**config.mk**
```make
export PLATFORM = sky130hd
export DESIGN_NAME = touch_contact_tracker
export DESIGN_NICKNAME = d
export VERILOG_FILES = /design/src/design/tct_pkg.sv /design/src/design/tct_calib.sv /design/src/design/touch_contact_tracker.sv
export SDC_FILE = /design/constraint.sdc
export NUM_CORES = 2
export LEC_CHECK = 0
export BUFFER_PORTS_ARGS = -buffer_cell sky130_fd_sc_hd__buf_2
export CAP_MARGIN = 10
export CELL_PAD_IN_SITES_DETAIL_PLACEMENT = 0
export CELL_PAD_IN_SITES_GLOBAL_PLACEMENT = 2
export CORE_AREA = 5 5 401 403
export DETAILED_ROUTE_END_ITERATION = 8
export DIE_AREA = 0 0 406 408
export GPL_TIMING_DRIVEN = 0
export PLACE_DENSITY_LB_ADDON = 0.1
export SLEW_MARGIN = 20
export SYNTH_ARGS = -nofsm -noshare
export SYNTH_HDL_FRONTEND = slang
export SYNTH_HIERARCHICAL = 1
export SYNTH_SLANG_ARGS = --single-unit
```
**constraint.sdc**
```tcl
create_clock -name clk -period 10.75 [get_ports clk]
set_clock_uncertainty 0.05 [all_clocks]
set_input_delay 2.6875 -clock clk [delete_from_list [all_inputs] [get_ports clk]]
set_output_delay 2.6875 -clock clk [all_outputs]
set_load 0.02 [all_outputs]
```
**src/design/tct_pkg.sv**
```systemverilog
// Shared types, constants and helper functions for the touch contact tracker.
// Used by tct_calib and touch_contact_tracker; depends on nothing else.
package tct_pkg;

  localparam int NUM_SLOTS = 10;
  localparam int SLOT_W    = (NUM_SLOTS > 1) ? $clog2(NUM_SLOTS) : 1;
  localparam int CNT_W     = $clog2(NUM_SLOTS + 1);

  // Configuration register map (register index = byte address / 4).
  localparam int REG_COUNT = 7;
  localparam int ADDR_W    = $clog2(REG_COUNT * 4);
  localparam int REG_IDX_W = ADDR_W - 2;

  localparam logic [REG_IDX_W-1:0] REG_CAL_XX   = REG_IDX_W'(0);
  localparam logic [REG_IDX_W-1:0] REG_CAL_XY   = REG_IDX_W'(1);
  localparam logic [REG_IDX_W-1:0] REG_CAL_XOFF = REG_IDX_W'(2);
  localparam logic [REG_IDX_W-1:0] REG_CAL_YX   = REG_IDX_W'(3);
  localparam logic [REG_IDX_W-1:0] REG_CAL_YY   = REG_IDX_W'(4);
  localparam logic [REG_IDX_W-1:0] REG_CAL_YOFF = REG_IDX_W'(5);
  localparam logic [REG_IDX_W-1:0] REG_ENABLE   = REG_IDX_W'(6);

  // Result status codes.
  localparam logic [1:0] ST_OK       = 2'd0;
  localparam logic [1:0] ST_DISABLED = 2'd1;
  localparam logic [1:0] ST_NO_ROOM  = 2'd2;

  // Calibrator step codes: which product is formed.
  localparam logic [1:0] STEP_XX = 2'd0;
  localparam logic [1:0] STEP_XY = 2'd1;
  localparam logic [1:0] STEP_YX = 2'd2;
  localparam logic [1:0] STEP_YY = 2'd3;

  typedef struct packed {
    logic [7:0]  finger_id;
    logic [15:0] raw_x;
    logic [15:0] raw_y;
    logic [11:0] pressure;
    logic        touching;
  } tct_req_t;

  typedef struct packed {
    logic [1:0]  status;
    logic        has_contact;
    logic [3:0]  active_count;
    logic [7:0]  out_id;
    logic [15:0] out_x;
    logic [15:0] out_y;
    logic [11:0] out_pressure;
    logic        last;
  } tct_rsp_t;

  typedef struct packed {
    logic [7:0]  id;
    logic [15:0] x;
    logic [15:0] y;
    logic [11:0] pressure;
  } slot_entry_t;

  typedef struct packed {
    logic signed [31:0] xx;
    logic signed [31:0] xy;
    logic signed [31:0] xoff;
    logic signed [31:0] yx;
    logic signed [31:0] yy;
    logic signed [31:0] yoff;
  } cal_coef_t;

  typedef struct packed {
    logic        start;
    logic [15:0] raw_x;
    logic [15:0] raw_y;
  } cal_cmd_t;

  typedef struct packed {
    logic        done;
    logic [15:0] x;
    logic [15:0] y;
  } cal_res_t;

  typedef struct packed {
    logic              hit;
    logic [SLOT_W-1:0] idx;
  } slot_pick_t;

  // Lowest set bit of a slot mask.
  function automatic slot_pick_t find_lowest(input logic [NUM_SLOTS-1:0] mask);
    slot_pick_t p;
    p.hit = 1'b0;
    p.idx = '0;
    for (int i = NUM_SLOTS - 1; i >= 0; i--) begin
      if (mask[i]) begin
        p.hit = 1'b1;
        p.idx = SLOT_W'(i);
      end
    end
    return p;
  endfunction

  function automatic logic [CNT_W-1:0] count_ones(input logic [NUM_SLOTS-1:0] mask);
    logic [CNT_W-1:0] c;
    c = '0;
    for (int i = 0; i < NUM_SLOTS; i++) begin
      c = c + CNT_W'(mask[i]);
    end
    return c;
  endfunction

endpackage

```
**src/design/tct_calib.sv**
```systemverilog
// Affine calibrator: four Q16.16 products through one shared multiplier,
// accumulated at 50 bits, then floored and clamped to 0..65535. Uses tct_pkg.
module tct_calib (
  input  logic                clk,
  input  logic                rst,
  input  tct_pkg::cal_coef_t  coef,
  input  tct_pkg::cal_cmd_t   cmd,
  output tct_pkg::cal_res_t   res
);

  logic               running;
  logic [1:0]         step;
  logic               prod_valid;
  logic [1:0]         prod_step;
  logic signed [48:0] prod;
  logic signed [49:0] acc_x;
  logic signed [49:0] acc_y;
  logic               done;
  logic [15:0]        raw_x;
  logic [15:0]        raw_y;

  logic signed [31:0] mul_a;
  logic signed [16:0] mul_b;

  always_comb begin
    case (step)
      tct_pkg::STEP_XX: begin
        mul_a = coef.xx;
        mul_b = signed'({1'b0, raw_x});
      end
      tct_pkg::STEP_XY: begin
        mul_a = coef.xy;
        mul_b = signed'({1'b0, raw_y});
      end
      tct_pkg::STEP_YX: begin
        mul_a = coef.yx;
        mul_b = signed'({1'b0, raw_x});
      end
      default: begin
        mul_a = coef.yy;
        mul_b = signed'({1'b0, raw_y});
      end
    endcase
  end

  always_ff @(posedge clk) begin
    if (rst) begin
      running    <= 1'b0;
      prod_valid <= 1'b0;
      done       <= 1'b0;
      step       <= tct_pkg::STEP_XX;
    end else if (cmd.start) begin
      running    <= 1'b1;
      prod_valid <= 1'b0;
      done       <= 1'b0;
      step       <= tct_pkg::STEP_XX;
    end else begin
      prod_valid <= running;
      if (running) begin
        step <= step + 2'd1;
        if (step == tct_pkg::STEP_YY) begin
          running <= 1'b0;
        end
      end
      if (prod_valid && prod_step == tct_pkg::STEP_YY) begin
        done <= 1'b1;
      end
    end
  end

  // Datapath registers carry no reset.
  always_ff @(posedge clk) begin
    if (cmd.start) begin
      raw_x <= cmd.raw_x;
      raw_y <= cmd.raw_y;
      acc_x <= {{18{coef.xoff[31]}}, coef.xoff};
      acc_y <= {{18{coef.yoff[31]}}, coef.yoff};
    end else begin
      if (running) begin
        prod      <= mul_a * mul_b;
        prod_step <= step;
      end
      if (prod_valid) begin
        if (prod_step[1]) begin
          acc_y <= acc_y + prod;
        end else begin
          acc_x <= acc_x + prod;
        end
      end
    end
  end

  // A negative sum floors below zero; anything at or above 2^32 exceeds 65535.
  function automatic logic [15:0] clamp(input logic signed [49:0] s);
    logic [15:0] v;
    if (s[49]) begin
      v = 16'h0000;
    end else if (|s[48:32]) begin
      v = 16'hFFFF;
    end else begin
      v = s[31:16];
    end
    return v;
  endfunction

  assign res.done = done;
  assign res.x    = clamp(acc_x);
  assign res.y    = clamp(acc_y);

endmodule

```
**src/design/touch_contact_tracker.sv**
```systemverilog
// Top level of the touch contact tracker: configuration registers, slot
// table memory, search and report sequencer. Depends on tct_pkg, tct_calib.
//
//   channel   ports                              handshake
//   request   start, busy, req                   taken when start & !busy
//   result    done, result                       done marks each result, no stall
//   config    psel penable pwrite paddr pwdata   APB, pready tied high
//             prdata pready
//
// While busy, the single read port of the slot memory is walked once to search
// the ids and once more to report the table; the calibration runs alongside
// the search.
// A disabled request gives its one result in the cycle after it is taken.
// Reset clears the active-slot bits and the sequencer; the memory itself is
// not cleared. Results cannot be held off, so the sequencer never waits on
// the receiver.
module touch_contact_tracker (
  input  logic                          clk,
  input  logic                          rst,
  input  logic                          start,
  output logic                          busy,
  input  tct_pkg::tct_req_t             req,
  output logic                          done,
  output tct_pkg::tct_rsp_t             result,
  input  logic                          psel,
  input  logic                          penable,
  input  logic                          pwrite,
  input  logic [tct_pkg::ADDR_W-1:0]    paddr,
  input  logic [31:0]                   pwdata,
  output logic [31:0]                   prdata,
  output logic                          pready
);

  typedef enum logic [4:0] {
    S_IDLE   = 5'b00001,
    S_SCAN   = 5'b00010,
    S_UPDATE = 5'b00100,
    S_COUNT  = 5'b01000,
    S_EMIT   = 5'b10000
  } state_t;

  // ---------------- configuration ----------------
  tct_pkg::cal_coef_t                coef;
  logic                              enable;
  logic [tct_pkg::REG_IDX_W-1:0]     reg_idx;
  logic                              cfg_write;

  assign reg_idx   = paddr[tct_pkg::ADDR_W-1:2];
  assign cfg_write = psel && penable && pwrite;
  assign pready    = 1'b1;

  always_ff @(posedge clk) begin
    if (rst) begin
      coef.xx   <= 32'sh0001_0000;
      coef.xy   <= '0;
      coef.xoff <= '0;
      coef.yx   <= '0;
      coef.yy   <= 32'sh0001_0000;
      coef.yoff <= '0;
      enable    <= 1'b1;
    end else if (cfg_write) begin
      case (reg_idx)
        tct_pkg::REG_CAL_XX:   coef.xx   <= pwdata;
        tct_pkg::REG_CAL_XY:   coef.xy   <= pwdata;
        tct_pkg::REG_CAL_XOFF: coef.xoff <= pwdata;
        tct_pkg::REG_CAL_YX:   coef.yx   <= pwdata;
        tct_pkg::REG_CAL_YY:   coef.yy   <= pwdata;
        tct_pkg::REG_CAL_YOFF: coef.yoff <= pwdata;
        tct_pkg::REG_ENABLE:   enable    <= pwdata[0];
        default: ;
      endcase
    end
  end

  always_comb begin
    case (reg_idx)
      tct_pkg::REG_CAL_XX:   prdata = coef.xx;
      tct_pkg::REG_CAL_XY:   prdata = coef.xy;
      tct_pkg::REG_CAL_XOFF: prdata = coef.xoff;
      tct_pkg::REG_CAL_YX:   prdata = coef.yx;
      tct_pkg::REG_CAL_YY:   prdata = coef.yy;
      tct_pkg::REG_CAL_YOFF: prdata = coef.yoff;
      tct_pkg::REG_ENABLE:   prdata = {31'd0, enable};
      default:               prdata = '0;
    endcase
  end

  // ---------------- registers ----------------
  state_t                          state, state_next;
  tct_pkg::tct_req_t               req_q;
  logic [tct_pkg::NUM_SLOTS-1:0]   used, used_next;
  logic [tct_pkg::NUM_SLOTS-1:0]   pend, pend_next;
  logic                            rd_valid, rd_valid_next;
  logic [tct_pkg::SLOT_W-1:0]      rd_idx;
  logic                            rd_last, rd_last_next;
  logic [tct_pkg::SLOT_W-1:0]      sel, sel_next;
  logic [tct_pkg::CNT_W-1:0]       cnt, cnt_next;
  logic                            done_next;
  tct_pkg::tct_rsp_t               result_next;

  logic                            accept;
  logic                            issue;
  logic                            mem_we;
  tct_pkg::slot_pick_t             pick;
  tct_pkg::slot_pick_t             free_pick;
  tct_pkg::slot_entry_t            rdata;
  tct_pkg::slot_entry_t            wdata;
  tct_pkg::cal_cmd_t               cal_cmd;
  tct_pkg::cal_res_t               cal_res;
  logic [tct_pkg::NUM_SLOTS-1:0]   pend_cleared;

  assign busy      = (state != S_IDLE);
  assign accept    = start && !busy;
  assign pick      = tct_pkg::find_lowest(pend);
  assign free_pick = tct_pkg::find_lowest(~used);

  always_comb begin
    pend_cleared           = pend;
    pend_cleared[pick.idx] = 1'b0;
  end

  assign cal_cmd.start = accept && enable;
  assign cal_cmd.raw_x = req.raw_x;
  assign cal_cmd.raw_y = req.raw_y;

  tct_calib u_calib (
    .clk  (clk),
    .rst  (rst),
    .coef (coef),
    .cmd  (cal_cmd),
    .res  (cal_res)
  );

  assign wdata.id       = req_q.finger_id;
  assign wdata.x        = cal_res.x;
  assign wdata.y        = cal_res.y;
  assign wdata.pressure = req_q.pressure;

  // ---------------- slot table memory ----------------
  // Writes happen only in the update state and reads only while searching or
  // reporting, so an access never meets a write to the same entry.
  tct_pkg::slot_entry_t slot_mem [tct_pkg::NUM_SLOTS];

  always_ff @(posedge clk) begin
    if (mem_we) begin
      slot_mem[sel] <= wdata;
    end
    if (issue) begin
      rdata <= slot_mem[pick.idx];
    end
  end

  // ---------------- sequencer ----------------
  always_comb begin
    state_next    = state;
    used_next     = used;
    pend_next     = pend;
    sel_next      = sel;
    cnt_next      = cnt;
    issue         = 1'b0;
    rd_valid_next = 1'b0;
    rd_last_next  = rd_last;
    mem_we        = 1'b0;
    done_next     = 1'b0;
    result_next   = '0;

    case (state)
      S_IDLE: begin
        if (accept) begin
          if (!enable) begin
            done_next          = 1'b1;
            result_next.status = tct_pkg::ST_DISABLED;
            result_next.last   = 1'b1;
          end else begin
            pend_next  = used;
            state_next = S_SCAN;
          end
        end
      end

      S_SCAN: begin
        if (rd_valid && rdata.id == req_q.finger_id) begin
          sel_next   = rd_idx;
          state_next = S_UPDATE;
        end else if (!pick.hit && !rd_valid) begin
          if (free_pick.hit) begin
            sel_next   = free_pick.idx;
            state_next = S_UPDATE;
          end else begin
            done_next          = 1'b1;
            result_next.status = tct_pkg::ST_NO_ROOM;
            result_next.last   = 1'b1;
            state_next         = S_IDLE;
          end
        end else if (pick.hit) begin
          issue         = 1'b1;
          rd_valid_next = 1'b1;
          pend_next     = pend_cleared;
        end
      end

      S_UPDATE: begin
        if (cal_res.done) begin
          mem_we          = req_q.touching;
          used_next[sel]  = req_q.touching;
          state_next      = S_COUNT;
        end
      end

      S_COUNT: begin
        cnt_next  = tct_pkg::count_ones(used);
        pend_next = used;
        if (used == '0) begin
          done_next          = 1'b1;
          result_next.status = tct_pkg::ST_OK;
          result_next.last   = 1'b1;
          state_next         = S_IDLE;
        end else begin
          state_next = S_EMIT;
        end
      end

      S_EMIT: begin
        if (pick.hit) begin
          issue         = 1'b1;
          rd_valid_next = 1'b1;
          rd_last_next  = (pend_cleared == '0);
          pend_next     = pend_cleared;
        end
        if (rd_valid) begin
          done_next                = 1'b1;
          result_next.status       = tct_pkg::ST_OK;
          result_next.has_contact  = 1'b1;
          result_next.active_count = 4'(cnt);
          result_next.out_id       = rdata.id;
          result_next.out_x        = rdata.x;
          result_next.out_y        = rdata.y;
          result_next.out_pressure = rdata.pressure;
          result_next.last         = rd_last;
          if (rd_last) begin
            state_next = S_IDLE;
          end
        end
      end

      default: begin
        state_next = S_IDLE;
      end
    endcase
  end

  always_ff @(posedge clk) begin
    if (rst) begin
      state    <= S_IDLE;
      used     <= '0;
      rd_valid <= 1'b0;
      done     <= 1'b0;
    end else begin
      state    <= state_next;
      used     <= used_next;
      rd_valid <= rd_valid_next;
      done     <= done_next;
    end
  end

  always_ff @(posedge clk) begin
    if (accept) begin
      req_q <= req;
    end
    if (issue) begin
      rd_idx <= pick.idx;
    end
    pend    <= pend_next;
    rd_last <= rd_last_next;
    sel     <= sel_next;
    cnt     <= cnt_next;
    result  <= result_next;
  end

endmodule

```
## Yosys cells after proc, flatten, opt, wreduce, memory -nomap -nowiden

Memory sizes are Yosys's and may differ from the RTL's. A register that Yosys moved wholly into a read port is not among the register bits.
Cells that the tools add are included.
W data, S select, Z words.

| storage, ports and cells | value |
|---|---|
| input port bits | 96 |
| memories | 1 |
| output and inout bits | 95 |
| register bits | 502 |
| memory bits (writable) | 520 |
| logic and storage cells | 210 |

| operators by class | value |
|---|---|
| muxes and demuxes | 84 |
| bitwise logic cells | 4 |
| add/subtract/negate cells | 12 |
| order comparisons | 4 |
| $mul | 1 |
| eq/ne operators | 26 |
| reductions and logical operators | 41 |

Memories:

| name | depth | bits a word | read ports | clocked after Yosys merged registers in | wr ports | line | text |
|---|---|---|---|---|---|---|---|
| slot_mem | 10 | 52 | 1 | 1 | 1 | touch_contact_tracker.sv:142 | `tct_pkg::slot_entry_t slot_mem [tct_pkg::NUM_SLOTS];` |

Operator list:

| kind | number |
|---|---|
| $mux W50 | 6 |
| $pmux W32 S7 | 1 |
| $mux W5 | 28 |
| $add A50 B49 Y50 | 2 |
| $pmux W32 S3 | 1 |
| $mux W16 | 5 |
| $mux W58 | 1 |
| $mux W10 | 5 |
| $mul A32 B17 Y49 | 1 |
| $pmux W10 S4 | 1 |
| $reduce_or A17 Y1 | 2 |
| $reduce_and A2 Y1 | 13 |
| $pmux W5 S5 | 1 |
| $add A4 B1 Y4 | 6 |
| $mux W1 | 21 |
| $logic_not A10 Y1 | 2 |
| $not A10 Y10 | 2 |
| $ne A2 B2 Y1 const B | 7 |
| $mux W4 | 3 |
| $and A10 B10 Y10 | 1 |
| $bwmux W10 | 1 |
| $lt A4 B5 Y1 const B | 2 |
| $eq A3 B3 Y1 const B | 3 |
| $logic_and A1 B1 Y1 | 9 |
| 34 further kinds | 48 |

## Longest topological paths before layout

| logic depth | value |
|---|---|
| depth after elaboration | 20 |
| depth in mapped cells | 32 |
| mapped depth without buffers | 29 |

## Modules after synthesis

Netlist, hierarchy kept.

By module, submodules not included:

| module | cells each | times used | seq. area each (sq um) | area an instance (sq um) |
|---|---|---|---|---|
| touch_contact_tracker | 2780 | 1 | 23902.9 | 33763.6 |
| tct_calib | 3527 | 1 | 5595.4 | 31473.9 |

## Worst setup path after synthesis

No wires, ideal clock.

| timing path | value |
|---|---|
| kind | register to register |
| start | reg u_calib.step[0] |
| end | reg u_calib.prod[46], data pin |
| path buffers | 4 |
| cell stages (with the launch flop) | 31 |
| period minus slack after synthesis | 8016 ps |
| required time | 10440 ps |
| arrival time | 7706 ps |
| setup slack | 2734 ps |
| library setup time | 260 ps |
| cells stage by stage | dfxtp_1 > inv_1 > ha_1 > clkbuf_1 > nor2_1 > clkbuf_1 > mux2i_1 > clkbuf_1 > nor2_1 > fa_1 > inv_1 > fa_1 > fa_1 > inv_1 > fa_1 > fa_1 > inv_1 > fa_1 > inv_1 > ha_1 > buf_6 > a211o_1 > a221o_1 > a41oi_2 > nor2_2 > a211oi_4 > o21ai_2 > a221oi_2 > a31oi_1 > a221oi_2 > xnor2_1 |

| between the ends | value |
|---|---|
| word-level cells in the longest chain between the ends | 4 |
| elaborated cells between the ends (all ways) | 7 |
| those cells by class | mul: 1; eq/ne: 2; mux: 2; reduce/logical: 2 |

RTL lines:

| element | line | text |
|---|---|---|
| start: declaration | tct_calib.sv:12 | `logic [1:0] step;` |
| start signal: assignment | tct_calib.sv:51 | `step <= tct_pkg::STEP_XX;` |
| start signal: assignment | tct_calib.sv:56 | `step <= tct_pkg::STEP_XX;` |
| start signal: assignment | tct_calib.sv:60 | `step <= step + 2'd1;` |
| $eq A2 B2 Y1 or $logic_not A2 Y1 (tied branches) | tct_calib.sv:26 | `case (step)` |
| $reduce_or A2 Y1 (no source line) | - |  |
| $mux W16 | tct_calib.sv:26 |  |
| $mul A32 B17 Y49 * | tct_calib.sv:80 | `prod <= mul_a * mul_b;` |
| end signal: assignment | tct_calib.sv:80 |  |
| end: declaration | tct_calib.sv:15 | `logic signed [48:0] prod;` |

Every way passes the cells marked *; elsewhere a longest branch is shown, timed or not.
A chain may end at the register's enable or synchronous reset.

## Worst setup path after layout

| timing path | value |
|---|---|
| start | reg u_calib.step[0] |
| end | reg u_calib.prod[48], data pin |

Same word-level chain as after synthesis.

==> results.json <==
{
  "outcome": "complete, no violations",
  "hold_start": "rdata[30]$_DFFE_PP_",
  "reg2reg_from": "u_calib/step[0]$_SDFFE_PP0P_",
  "cts_num_sinks": 1074,
  "period_share_pct": 97.0,
  "grt_max_degree": 46,
  "required_ns": 11.16,
  "clkLatencyLatePin_ns": 0.78,
  "grtUsageTotal_pct": 28.2,
  "yosysTopAreaCell": "edfxtp_1",
  "first_global_vias": 48700,
  "first_pass_iters": 6,
  "vias": 48300,
  "rsz0062_at_grt": "false",
  "wl_per_cell_um": 26.6,
  "num_rows": 146,
  "ios": 191,
  "arrival_ns": 10.83,
  "setup_violations": 0,
  "n_fill_cell": 15000,
  "ys_ff_latch": 1074,
  "crit_family": "adder cells",
  "fin_tns_setup_ns": 0,
  "yosys.area_share.adder_pct": 19.5,
  "finish.utilization_pct": 47.0,
  "peakVddDrop_mv": 0.203,
  "die_y_um": 408,
  "synth_most_common_cell": "nand2_1",
  "core_sq_um": 157000,
  "synth-compound-area-share_pct": 11.4,
  "clock-root-buffer": "clkbuf_16",
  "gp_congestion": 0.928,
  "syn_nets": 7122,
  "fp.dieW_um": 406,
  "crit_slowest_cell": "mux2i_1",
  "critPathLaunchType": "flop",
  "synth.area.top_cells": "edfxtp_1, fa_1, dfxtp_1, nand2_1, ha_1",
  "worstMarginPinSlew_ns": 1.24,
  "endpoint_kind": "flop",
  "slew_headroom_pct": 15.0,
  "synth_top_family_by_area": "adder cells",
  "regArea_sq_um": 29500,
  "cts.path.max_buffers": 3,
  "layout.nets": 7466,
  "netlist_area_sq_um": 65200,
  "critical_path.max_fanout": 10,
  "cap_viol_max_count": 0,
  "synth_edf_count": 799,
  "p_per_area_nw_per_um2": 236,
  "synth_mux_area_share_pct": 2.73,
  "max_freq_mhz": 95.9,
  "critPathLaunch": "u_calib/step[0]$_SDFFE_PP0P_",
  "drc_errors": 0,
  "drt_iter0_markers": 4215,
  "path_common_cell": "fa_1",
  "vias_per_cell": 5.47,
  "gr-total-overflow": 0,
  "ys_top_cells_by_count": "nand2_1, edfxtp_1, inv_1, fa_1, a21oi_1",
  "hpwl_mm": 182,
  "cts_tree": "done",
  "clkTransAtPathRegs_ns": 0.06,
  "hold_path.class": "flop to flop",
  "synth_xor_area_share_pct": 2.01,
  "drive_gt1_share_pct": 8.19,
  "path_class": "flop to flop",
  "drv_slew": 0,
  "synthCells": 6307,
  "grt_pass1_wl_mm": 341,
  "synth_top_area_share_pct": 36.8,
  "path_buf_inv": 6,
  "synth_simple_gate_area_share_pct": 13.1,
  "start_util_pct": 41.5,
  "async_flop_share_pct": 0,
  "yosysSeqAreaShare_pct": 45.2,
  "routed_wl_mm": 235,
  "place.port_buffers": 184,
  "syn_avg_cell_area_sq_um": 10.3,
  "finalHoldViolCount": 0,
  "cp_slowest_stage_delay_ns": 1.06,
  "cts_htree_levels": 3,
  "syn2layout_area_growth_pct": 13.1,
  "cts_hold_buf": 0,
  "numCtsBuffers": 119,
  "ant_nets": 0,
  "power.leakage_uw": 0.0301,
  "ys_types": 89,
  "multi_input_area_sq_um": 32100,
  "antenna_found_initial": 8,
  "synth_ff_type": "edfxtp_1",
  "ys_warn_count": 6,
  "die_area_sq_um": 166000,
  "fin_crit_ns": 10.42
}
==> worst paths after layout <==
kind / to / slack (ns) / cells past startpoint
min: result[31]$_SDFF_PN0_ / 0.41 / 1
min reg2reg: result[31]$_SDFF_PN0_ / 0.41 / 1
max reg2reg: u_calib/prod[48]$_DFFE_PP_ / 0.33 / 26
max: u_calib/prod[48]$_DFFE_PP_ / 0.33 / 26
==> area by class of cell <==
class                   count  share of cell area [%]
clock buffers             148                    4.25
well taps                2072                    3.51
diodes                      2                 0.00678
plain buffers             326                    1.76
clock inverters            78                    1.19
inverters                 691                    3.52
repair buffers            223                    2.35
flip-flops and latches   1074                    40.0
multi-input cells        4216                    43.5
==> registers in the layout (all words and copies together) (netlist names), 2 cells and up <==
name               cells
slot_mem             520
used                  10
u_calib/raw_y         16
u_calib/acc_y         50
result                60
req_q                 21
state                  5
u_calib/prod          49
u_calib/prod_step      2
u_calib/step           2
pend                  10
sel                    4
rd_idx                 4
u_calib/raw_x         16
coef                 192
rdata                 52
cnt                    4
u_calib/acc_x         50
==> where the power goes <==
group | internal [uW] | leakage (uW) | switching [uW]
combinational | 2400 | 0.0187 | 5070
clock | 2390 | 0.00191 | 1790
sequential | 5420 | 0.00951 | 322
==> cells by family after synthesis <==
group / count (synthesis)
compound gates: 1189
xor+xnor: 150
fa+ha+maj: 720
buf+inv: 1017
flops: 1074
mux: 172
other cells: 1
simple gates: 1984
==> placed cells by master (no fill, tap or decap), drive strengths merged, types with 13 or more instances in the layout <==
master,n
a211o,29
a31oi,40
inv,692
buf,262
o31ai,19
o21a,20
xor2,60
nand2,1150
nor3,48
o211ai,13
edfxtp,799
clkinvlp,13
nand2b,41
o21ai,183
nor4,22
ha,222
clkbuf,435
mux2i,125
nor2b,39
a22oi,123
dfxtp,275
or4,24
a211oi,71
a21o,91
fa,497
nand3,110
a22o,23
clkinv,51
bufinv,13
o22ai,27
and2,24
nand4,33
xnor2,90
nor2,342
mux2,47
a21oi,462
o21bai,26
and3,107
==> what timing repair did <==
action,CTS,global route
buffers inserted,0,0
endpoints found under the setup margin,0,8
resized for setup,0,3
==> through the flow <==
stage	worst slack [ns]	area [sq um]	hold WS [ns]	power (uW)	cells
after floorplan	2.73	65200	0.394	10500	6307
after detailed placement	0.228	69800	0.413	13300	8602
after global placement	-0.754	68800	0.406	13200	8563
final	0.327	73800	0.410	17400	8830
after global routing	0.0578	73800	0.435	18400	8829
after CTS	0.211	73800	0.423	17500	8828
==> layer usage <==
metal  vias up  wire [um]  share of wire, %  GRT usage, %
met1     24100      98300                42          37.0
li1      22200          -                 -             -
met5         -         13            0.0055             0
met2      1595     112000                48          47.2
met3       381      14600               6.2          4.75
met4         2      10200               4.3          10.3
Note: power is estimated with default switching activity, not from simulation.
